--- config.mk ---
export PLATFORM = sky130hd
export DESIGN_NAME = lru_replacement_tracker
export DESIGN_NICKNAME = d
export VERILOG_FILES = /design/src/lru_pkg.sv /design/src/lru_replacement_tracker.sv /design/src/lru_front.sv /design/src/lru_back.sv
export SDC_FILE = /design/constraint.sdc
export NUM_CORES = 2
export LEC_CHECK = 0
export BUFFER_PORTS_ARGS = -buffer_cell sky130_fd_sc_hd__buf_2
export CAP_MARGIN = 40
export CORE_MARGIN = 8
export CORE_UTILIZATION = 43
export DETAILED_ROUTE_END_ITERATION = 12
export PLACE_DENSITY = 0.62
export SETUP_SLACK_MARGIN = 0.15
export SLEW_MARGIN = 20
export SYNTH_ARGS = -nofsm -noshare
export SYNTH_HDL_FRONTEND = slang
export SYNTH_HIERARCHICAL = 1
export SYNTH_SLANG_ARGS = --single-unit
--- constraint.sdc ---
create_clock -name clk_i -period 8.3 [get_ports clk_i]
set_input_delay 0.415 -clock clk_i [delete_from_list [all_inputs] [get_ports clk_i]]
set_output_delay 0.415 -clock clk_i [all_outputs]
set_load 0.02 [all_outputs]
--- src/lru_pkg.sv ---
// Shared types and sizes for the LRU replacement tracker.
// No dependencies; used by the front queue, the back engine and the top level.
`default_nettype none
package lru_pkg;

  localparam int NumSlots = 16;
  localparam int IdWidth  = 32;
  localparam int SlotW    = $clog2(NumSlots);
  localparam int CntW     = $clog2(NumSlots + 1);
  localparam int QDepth   = 2;
  localparam int QPtrW    = $clog2(QDepth);
  localparam int QCntW    = $clog2(QDepth + 1);

  typedef enum logic [0:0] {
    REQ_ACCESS = 1'b0,
    REQ_REMOVE = 1'b1
  } req_e;

  typedef struct packed {
    req_e               req;
    logic [IdWidth-1:0] id;
  } item_t;

  typedef struct packed {
    logic               hit;
    logic               evicted;
    logic [IdWidth-1:0] evicted_id;
    logic               not_found;
    logic [CntW-1:0]    occupancy;
  } result_t;

endpackage
`default_nettype wire

--- src/lru_replacement_tracker.sv ---
// Top level of the LRU replacement tracker: capacity register, front queue
// and back engine. Depends on lru_pkg, lru_front and lru_back.
//
// Usage:
//   Requests: drive req_type_i and obj_id_i with start high; the item is taken
//   at a rising edge where start is high and busy is low. busy rises only when
//   the two-entry request queue is full.
//   Results: one per item, in order, on the result ports for one cycle with
//   done_o high. The receiver cannot stall; results are never held back.
//   Timing: with the queue empty, an accepted item passes the queue entry, the
//   back engine's compare phase and then its rank update phase before its result
//   shows. The back engine takes no new item until that update phase has ended.
//   Configuration: cfg_data_i is written to the capacity register at an edge
//   with cfg_valid_i and cfg_ready_o high; cfg_ready_o is always high. Write
//   only while the block is idle. Capacity zero acts as one, above 16 as 16.
//   Reset: all entries invalid, occupancy zero, capacity 16, queue empty.
`default_nettype none
module lru_replacement_tracker (
  input  wire logic                          clk_i,
  input  wire logic                          rst_ni,
  input  wire logic                          start,
  output logic                               busy,
  input  wire logic                          req_type_i,
  input  wire logic [lru_pkg::IdWidth-1:0]   obj_id_i,
  input  wire logic                          cfg_valid_i,
  output logic                               cfg_ready_o,
  input  wire logic [lru_pkg::CntW-1:0]      cfg_data_i,
  output logic                               done_o,
  output logic                               hit_o,
  output logic                               evicted_o,
  output logic [lru_pkg::IdWidth-1:0]        evicted_id_o,
  output logic                               not_found_o,
  output logic [lru_pkg::CntW-1:0]           occupancy_o
);

  logic [lru_pkg::CntW-1:0] capacity_q;
  logic                     full, nonempty, pop;
  lru_pkg::item_t           head;
  lru_pkg::result_t         result;

  assign cfg_ready_o = 1'b1;
  assign busy        = full;

  always_ff @(posedge clk_i or negedge rst_ni) begin
    if (!rst_ni) begin
      capacity_q <= lru_pkg::CntW'(lru_pkg::NumSlots);
    end else if (cfg_valid_i && cfg_ready_o) begin
      capacity_q <= cfg_data_i;
    end
  end

  lru_front u_front (
    .clk_i      (clk_i),
    .rst_ni     (rst_ni),
    .push_i     (start),
    .req_i      (lru_pkg::req_e'(req_type_i)),
    .id_i       (obj_id_i),
    .full_o     (full),
    .nonempty_o (nonempty),
    .head_o     (head),
    .pop_i      (pop)
  );

  lru_back u_back (
    .clk_i      (clk_i),
    .rst_ni     (rst_ni),
    .avail_i    (nonempty),
    .item_i     (head),
    .pop_o      (pop),
    .capacity_i (capacity_q),
    .done_o     (done_o),
    .result_o   (result)
  );

  assign hit_o        = result.hit;
  assign evicted_o    = result.evicted;
  assign evicted_id_o = result.evicted_id;
  assign not_found_o  = result.not_found;
  assign occupancy_o  = result.occupancy;

endmodule
`default_nettype wire

--- src/lru_front.sv ---
// Front of the LRU tracker: accepts items and holds them in a short queue.
// Depends on lru_pkg.
`default_nettype none
module lru_front (
  input  wire logic          clk_i,
  input  wire logic          rst_ni,
  input  wire logic          push_i,
  input  wire lru_pkg::req_e req_i,
  input  wire logic [lru_pkg::IdWidth-1:0] id_i,
  output logic               full_o,
  output logic               nonempty_o,
  output lru_pkg::item_t     head_o,
  input  wire logic          pop_i
);

  lru_pkg::item_t                 entries_q [lru_pkg::QDepth];
  logic [lru_pkg::QPtrW-1:0]      wr_ptr_q, rd_ptr_q;
  logic [lru_pkg::QCntW-1:0]      cnt_q, cnt_d;
  logic                           do_push, do_pop;

  assign full_o     = (cnt_q == lru_pkg::QCntW'(lru_pkg::QDepth));
  assign nonempty_o = (cnt_q != '0);
  assign head_o     = entries_q[rd_ptr_q];
  assign do_push    = push_i && !full_o;
  assign do_pop     = pop_i && nonempty_o;

  always_comb begin
    cnt_d = cnt_q;
    if (do_push && !do_pop) begin
      cnt_d = cnt_q + 1'b1;
    end else if (do_pop && !do_push) begin
      cnt_d = cnt_q - 1'b1;
    end
  end

  always_ff @(posedge clk_i or negedge rst_ni) begin
    if (!rst_ni) begin
      wr_ptr_q <= '0;
      rd_ptr_q <= '0;
      cnt_q    <= '0;
    end else begin
      cnt_q <= cnt_d;
      if (do_push) begin
        wr_ptr_q <= wr_ptr_q + 1'b1;
      end
      if (do_pop) begin
        rd_ptr_q <= rd_ptr_q + 1'b1;
      end
    end
  end

  always_ff @(posedge clk_i) begin
    if (do_push) begin
      entries_q[wr_ptr_q] <= '{req: req_i, id: id_i};
    end
  end

endmodule
`default_nettype wire

--- src/lru_back.sv ---
// Back of the LRU tracker: compares against held ids, then updates ranks.
// Two phases per item: compare and classify, then update and report.
// Depends on lru_pkg.
`default_nettype none
module lru_back (
  input  wire logic                      clk_i,
  input  wire logic                      rst_ni,
  input  wire logic                      avail_i,
  input  wire lru_pkg::item_t            item_i,
  output logic                           pop_o,
  input  wire logic [lru_pkg::CntW-1:0]  capacity_i,
  output logic                           done_o,
  output lru_pkg::result_t               result_o
);

  localparam int N  = lru_pkg::NumSlots;
  localparam int SW = lru_pkg::SlotW;
  localparam int CW = lru_pkg::CntW;

  localparam logic PH_CMP = 1'b0;
  localparam logic PH_UPD = 1'b1;

  logic [lru_pkg::IdWidth-1:0] ids_q [N];
  logic [N-1:0]                valid_q, valid_d;
  logic [SW-1:0]               rank_q [N];
  logic [SW-1:0]               rank_d [N];
  logic [CW-1:0]               count_q, count_d;
  logic                        phase_q;

  lru_pkg::item_t              item_q;
  logic                        hit_q, evict_q, f_ok_q;
  logic [SW-1:0]               m_idx_q, m_rank_q, v_idx_q, f_idx_q;

  logic                        done_q;
  lru_pkg::result_t            res_q;

  logic [N-1:0]                match_vec, old_vec;
  logic [SW-1:0]               m_idx, v_idx, f_idx;
  logic                        f_ok;
  logic [CW-1:0]               eff_cap;
  logic                        evict_c;

  logic [SW-1:0]               ins_idx;
  logic                        ins_ok, ins_en;
  logic                        acc_q, rem_q;

  always_comb begin
    m_idx = '0;
    v_idx = '0;
    f_idx = '0;
    f_ok  = 1'b0;
    for (int i = 0; i < N; i++) begin
      match_vec[i] = valid_q[i] && (ids_q[i] == item_i.id);
      old_vec[i]   = valid_q[i] && ({1'b0, rank_q[i]} == (count_q - 1'b1));
      if (match_vec[i]) begin
        m_idx = m_idx | SW'(i);
      end
      if (old_vec[i]) begin
        v_idx = v_idx | SW'(i);
      end
    end
    for (int i = N - 1; i >= 0; i--) begin
      if (!valid_q[i]) begin
        f_idx = SW'(i);
        f_ok  = 1'b1;
      end
    end
  end

  always_comb begin
    if (capacity_i == '0) begin
      eff_cap = CW'(1);
    end else if (capacity_i > CW'(N)) begin
      eff_cap = CW'(N);
    end else begin
      eff_cap = capacity_i;
    end
  end

  assign evict_c = (item_i.req == lru_pkg::REQ_ACCESS) && !(|match_vec) &&
                   (count_q != '0) &&
                   (({1'b0, count_q} + (CW+1)'(1)) > {1'b0, eff_cap});

  assign pop_o = (phase_q == PH_CMP) && avail_i;

  assign acc_q   = (item_q.req == lru_pkg::REQ_ACCESS);
  assign rem_q   = (item_q.req == lru_pkg::REQ_REMOVE);
  assign ins_idx = (evict_q && (!f_ok_q || (v_idx_q < f_idx_q))) ? v_idx_q : f_idx_q;
  assign ins_ok  = evict_q || f_ok_q;
  assign ins_en  = (phase_q == PH_UPD) && acc_q && !hit_q && ins_ok;

  always_comb begin
    logic va;
    va      = 1'b0;
    valid_d = valid_q;
    count_d = count_q;
    for (int i = 0; i < N; i++) begin
      rank_d[i] = rank_q[i];
    end
    if (acc_q) begin
      if (hit_q) begin
        for (int i = 0; i < N; i++) begin
          if (SW'(i) == m_idx_q) begin
            rank_d[i] = '0;
          end else if (valid_q[i] && (rank_q[i] < m_rank_q)) begin
            rank_d[i] = rank_q[i] + 1'b1;
          end
        end
      end else begin
        for (int i = 0; i < N; i++) begin
          va = valid_q[i] && !(evict_q && (SW'(i) == v_idx_q));
          if (ins_ok && (SW'(i) == ins_idx)) begin
            valid_d[i] = 1'b1;
            rank_d[i]  = '0;
          end else if (!va) begin
            valid_d[i] = 1'b0;
            rank_d[i]  = va ? rank_q[i] : (valid_q[i] ? '0 : rank_q[i]);
          end else if (ins_ok) begin
            rank_d[i] = rank_q[i] + 1'b1;
          end
        end
        count_d = count_q - CW'(evict_q) + CW'(ins_ok);
      end
    end else if (hit_q) begin
      for (int i = 0; i < N; i++) begin
        if (SW'(i) == m_idx_q) begin
          valid_d[i] = 1'b0;
          rank_d[i]  = '0;
        end else if (valid_q[i] && (rank_q[i] > m_rank_q)) begin
          rank_d[i] = rank_q[i] - 1'b1;
        end
      end
      count_d = count_q - 1'b1;
    end
  end

  always_ff @(posedge clk_i or negedge rst_ni) begin
    if (!rst_ni) begin
      phase_q <= PH_CMP;
      done_q  <= 1'b0;
      valid_q <= '0;
      count_q <= '0;
      for (int i = 0; i < N; i++) begin
        rank_q[i] <= '0;
      end
    end else begin
      done_q <= 1'b0;
      case (phase_q)
        PH_CMP: begin
          if (avail_i) begin
            phase_q <= PH_UPD;
          end
        end
        PH_UPD: begin
          phase_q <= PH_CMP;
          done_q  <= 1'b1;
          valid_q <= valid_d;
          count_q <= count_d;
          for (int i = 0; i < N; i++) begin
            rank_q[i] <= rank_d[i];
          end
        end
        default: begin
          phase_q <= PH_CMP;
        end
      endcase
    end
  end

  always_ff @(posedge clk_i) begin
    if (pop_o) begin
      item_q   <= item_i;
      hit_q    <= |match_vec;
      evict_q  <= evict_c;
      m_idx_q  <= m_idx;
      m_rank_q <= rank_q[m_idx];
      v_idx_q  <= v_idx;
      f_idx_q  <= f_idx;
      f_ok_q   <= f_ok;
    end
    if (ins_en) begin
      ids_q[ins_idx] <= item_q.id;
    end
    if (phase_q == PH_UPD) begin
      res_q.hit        <= hit_q;
      res_q.evicted    <= acc_q && evict_q && !hit_q;
      res_q.evicted_id <= (acc_q && evict_q && !hit_q) ? ids_q[v_idx_q] : '0;
      res_q.not_found  <= rem_q && !hit_q;
      res_q.occupancy  <= count_d;
    end
  end

  assign done_o   = done_q;
  assign result_o = res_q;

endmodule
`default_nettype wire

==> results.sh <==
export IMPL_cts_buffers=84
export IMPL_grt_start_max_net_pins=49
export IMPL_post_cts_resize_count=0
export IMPL_ant_nets=0
export IMPL_fin_hold_ws_ns=0.0569
export IMPL_yosys_area_top_type="sky130_fd_sc_hd__edfxtp_1"
export IMPL_setup_viol=0
export IMPL_first_global_vias=28200
export IMPL_outcome="finished clean"
export IMPL_critical_path_class="reg2reg"
export IMPL_fin_nets=3410
export IMPL_core_um2=97800
export IMPL_worst_hold_path_num_cells=2
export IMPL_clock_latency_of_the_later_clocked_register_in_the_worst_skew_pair_ns=0.70
export IMPL_sequential_cell_area_um2=22500
export IMPL_worstPathMaxFanout=20
export IMPL_period_share_pct=65.7
export IMPL_fp_dieArea_um2=109000
export IMPL_routed_wirelength_um=165000
export IMPL_critPathRequiredTime_ns=8.83
export IMPL_worst_r2r_setup_slack_ns=2.85
export IMPL_post_syn_nets=3326
export IMPL_largest_cells_by_area_after_synthesis="sky130_fd_sc_hd__edfxtp_1 48%, sky130_fd_sc_hd__mux4_2 8.5%, sky130_fd_sc_hd__xnor2_1 7.1%"
export IMPL_max_cap_violations=0
export IMPL_filler_cell_count=8609
export IMPL_ys_warnings_count=6
export IMPL_hp_class="in2reg"
export IMPL_worst_path_max_delay_cell="sky130_fd_sc_hd__nor4_2"
export IMPL_dp_worst_setup_slack_ns=3.11
export IMPL_cp_end_kind="flip-flop"
export IMPL_worst_setup_path_start_kind="flip-flop"
export IMPL_peakVddDrop_v=0.000332
export IMPL_finClkSkew_ns=0.0788
export IMPL_power_leakage_nw=16.5
export IMPL_clock_sinks=766
export IMPL_final_setup_worst_slack_ns=2.85
export IMPL_synthesis_area_um2=42300
export IMPL_rsz0062_at_grt="false"
export IMPL_worst_r2r_startpoint="u_front/rd_ptr_q"
export IMPL_htree_num_levels=3
export IMPL_synthCells=3164
export IMPL_period_needed_ns=5.45
export IMPL_final_slew_violations=0
export IMPL_detail_route_first_pass_iterations=6
export IMPL_fin_tns_setup_ns=0
export IMPL_initial_utilization_pct=43.2
export IMPL_path_depth=13
export IMPL_first_iter_violations=4275
export IMPL_grt_overflow=0
export IMPL_drc=0
export IMPL_grt_antenna_before_repair=7
export IMPL_worst_ep_arrival_time_ns=5.99
export IMPL_cell_occurring_most_often_along_the_worst_timing_path="sky130_fd_sc_hd__mux2i_1"
export IMPL_timing_slew_headroom_pct=35.1
export IMPL_synth_enable_flop_cells=670
export IMPL_postSynthRegisterBits=766
export IMPL_post_drt_via_cell_ratio=6.50
export IMPL_placement_rows=115
export IMPL_detailedPlacementHpwl_um=119000
export IMPL_netlist_cell_type_count=98
export IMPL_cts_tree="yes"
export IMPL_routabilityCongestion=1.14
export IMPL_die_width_um=329
export IMPL_ff2ff_path_depth=13
export IMPL_critPathMaxStageDelay_ns=0.89
export IMPL_synth_top_area_share_pct=47.6
export IMPL_die_h_um=329
export IMPL_clock_fmax_mhz=183
export IMPL_synth_ff_type="sky130_fd_sc_hd__edfxtp_1"
export IMPL_timing_hold_worst_start="cfg_valid_i"
export IMPL_multi_input_comb_area_um2=18500
export IMPL_grt_util_all_layers_pct=29.9
export IMPL_ios=85
export IMPL_cp_cell_sequence="buf_4 > mux2_4 > xor2_1 > nor4_2 > nand3_1 > or3_1 > nand4_1 > buf_4 > or2_1 > o21ai_0 > mux2i_1 > mux2i_1 > mux2i_1"
export IMPL_crit_buf_inv=2
export IMPL_asyncSetResetFlopFracSynth_pct=12.5
export IMPL_drive_gt1_share_pct=17.1
export IMPL_grt_pass1_wl_um=229000
export IMPL_worstReg2RegEnd="u_back/m_rank_q[1]"
export IMPL_route_detailed_wl_per_inst_um=35.8
export IMPL_yosysSeqAreaShare_pct=53.3
export IMPL_cts_buffer_depth=3
export IMPL_path_delay_family="simple AND/OR/NAND/NOR gates"
export IMPL_hold_violations=0
export IMPL_syn_area_per_cell_um2=13.4
export IMPL_worst_slew_pin_transition_ns=0.966
export IMPL_cts_clk_slew_worst_paths_ns=0.06
export IMPL_area_growth_pct=12.2
export IMPL_clk_root_buffer_cell="sky130_fd_sc_hd__clkbuf_16"
export IMPL_cellPowerDensity_nw_per_um2=414
export IMPL_io_buffer_count=83
export IMPL_holdPathEnd="capacity_q[2]"
export IMPL_routed_via_count=30000
[metrics by stage]
step	instance area, um2	cells	total power [mW]	utilization, %
after floorplan	42300	3164	12.0	-
final	47400	4610	19.6	48.4
after CTS	47300	4599	19.4	48.3
after detailed placement	44000	4404	15.4	45.0
after global routing	47400	4605	20.3	48.4
after global placement	43700	4392	15.3	44.7
[cells by family after synthesis]
| kind of cell | after synthesis | synth area share, % |
|---|---|---|
| and+or+nand+nor | 684 | 8.62 |
| buffers and inverters | 270 | 3.32 |
| DFF | 766 | 53.3 |
| adders and majority gates | 120 | 3.57 |
| muxes | 269 | 11.5 |
| xor gates and xnor gates | 592 | 12.3 |
| other | 2 | 0.0178 |
| AOI/OAI and AO/OA | 461 | 7.37 |
[synth_stat cells (50+ instances only)]
library cell / number
sky130_fd_sc_hd__edfxtp_1: 670
sky130_fd_sc_hd__xnor2_1: 342
sky130_fd_sc_hd__xor2_1: 250
sky130_fd_sc_hd__mux4_2: 160
sky130_fd_sc_hd__nand2_1: 124
sky130_fd_sc_hd__o21ai_0: 124
sky130_fd_sc_hd__ha_1: 119
sky130_fd_sc_hd__nand4_1: 104
sky130_fd_sc_hd__a21oi_1: 97
sky130_fd_sc_hd__nor2_1: 96
sky130_fd_sc_hd__dfrtp_1: 95
sky130_fd_sc_hd__clkbuf_1: 86
sky130_fd_sc_hd__nand3_1: 81
sky130_fd_sc_hd__nor4_1: 73
sky130_fd_sc_hd__inv_1: 66
sky130_fd_sc_hd__nor2b_1: 61
sky130_fd_sc_hd__mux2i_1: 56
sky130_fd_sc_hd__nor3_1: 50
[how the worst max path moves through the flow]
stage                     start                  to  slack (ns)
5_1_grt        u_front/rd_ptr_q  u_back/m_rank_q[0]        2.76
3_3_place_gp   u_front/rd_ptr_q  u_back/m_rank_q[1]        2.81
6_report       u_front/rd_ptr_q  u_back/m_rank_q[1]        2.85
2_1_floorplan    u_back/phase_q  u_back/ids_q[5][0]        3.63
4_1_cts        u_front/rd_ptr_q  u_back/m_rank_q[1]        3.09
3_5_place_dp   u_front/rd_ptr_q  u_back/m_rank_q[1]        3.11
[worst register-to-register path: stages, from the launching register on]
cell and delay [ns]:
sky130_fd_sc_hd__dfrtp_2 0.66, sky130_fd_sc_hd__buf_4 0.52, sky130_fd_sc_hd__mux2_4 0.47, sky130_fd_sc_hd__xor2_1 0.27
sky130_fd_sc_hd__nor4_2 0.89, sky130_fd_sc_hd__nand3_1 0.26, sky130_fd_sc_hd__or3_1 0.46, sky130_fd_sc_hd__nand4_1 0.14
sky130_fd_sc_hd__buf_4 0.28, sky130_fd_sc_hd__or2_1 0.63, sky130_fd_sc_hd__o21ai_0 0.19, sky130_fd_sc_hd__mux2i_1 0.23
sky130_fd_sc_hd__mux2i_1 0.11, sky130_fd_sc_hd__mux2i_1 0.18
[metal layers]
layer | global-route usage (%) | up-vias | wire (um)
li1 | - | 12200 | -
met1 | 39.6 | 15000 | 62800
met2 | 44.8 | 2240 | 71900
met3 | 6.70 | 478 | 17700
met4 | 18.3 | 2 | 12700
met5 | 0 | - | 12
[area by class of cell]
type / instances / area share, %
Antenna cell: 5 / 0.0264
Clock buffer: 107 / 4.81
Clock inverter: 49 / 1.34
Inverter: 69 / 0.546
Multi-Input combinational cell: 2128 / 39.0
Sequential cell: 766 / 47.5
Tap cell: 1287 / 3.40
Timing Repair Buffer: 199 / 3.31
[power by group]
part / internal, mW / total [mW] / switching, mW
registers: 5.38 / 6.49 / 1.12
clock network: 2.31 / 3.97 / 1.66
logic: 3.28 / 9.18 / 5.90
[repair_timing]
item,in CTS,in global routing
buffers inserted,0,0
hold buffers,39,0
endpoints found under the hold margin,107,0
[sequential cells by signal (all words and copies together), names as in the netlist, 2 cells and up]
name               count
u_back/rank_q         64
u_back/m_rank_q        4
u_back/valid_q        16
u_back/m_idx_q         4
capacity_q             5
u_back/f_idx_q         4
u_back/result_o       40
u_back/ids_q         512
u_back/item_q         32
u_front/entries_q     66
u_back/v_idx_q         4
u_front/cnt_q          2
u_back/count_q         5
[cells in the final DEF (no fill, tap or decap), drive strengths merged, types with 14 or more instances in the layout]
master,count
nand2,125
a211oi,25
mux2i,57
a21oi,100
dfrtp,95
inv,72
nor2,97
mux2,52
a31oi,23
xor2,250
edfxtp,670
nor2b,61
buf,157
mux4,160
o31ai,14
nand3,81
nor4,75
clkbuf,110
and3,16
clkinv,31
o21ai,132
nand2b,28
nand4,104
ha,119
o221ai,14
dlygate4sd3,39
nor3,51
xnor2,342
No activity file was read; power rests on OpenSTA's default activity.
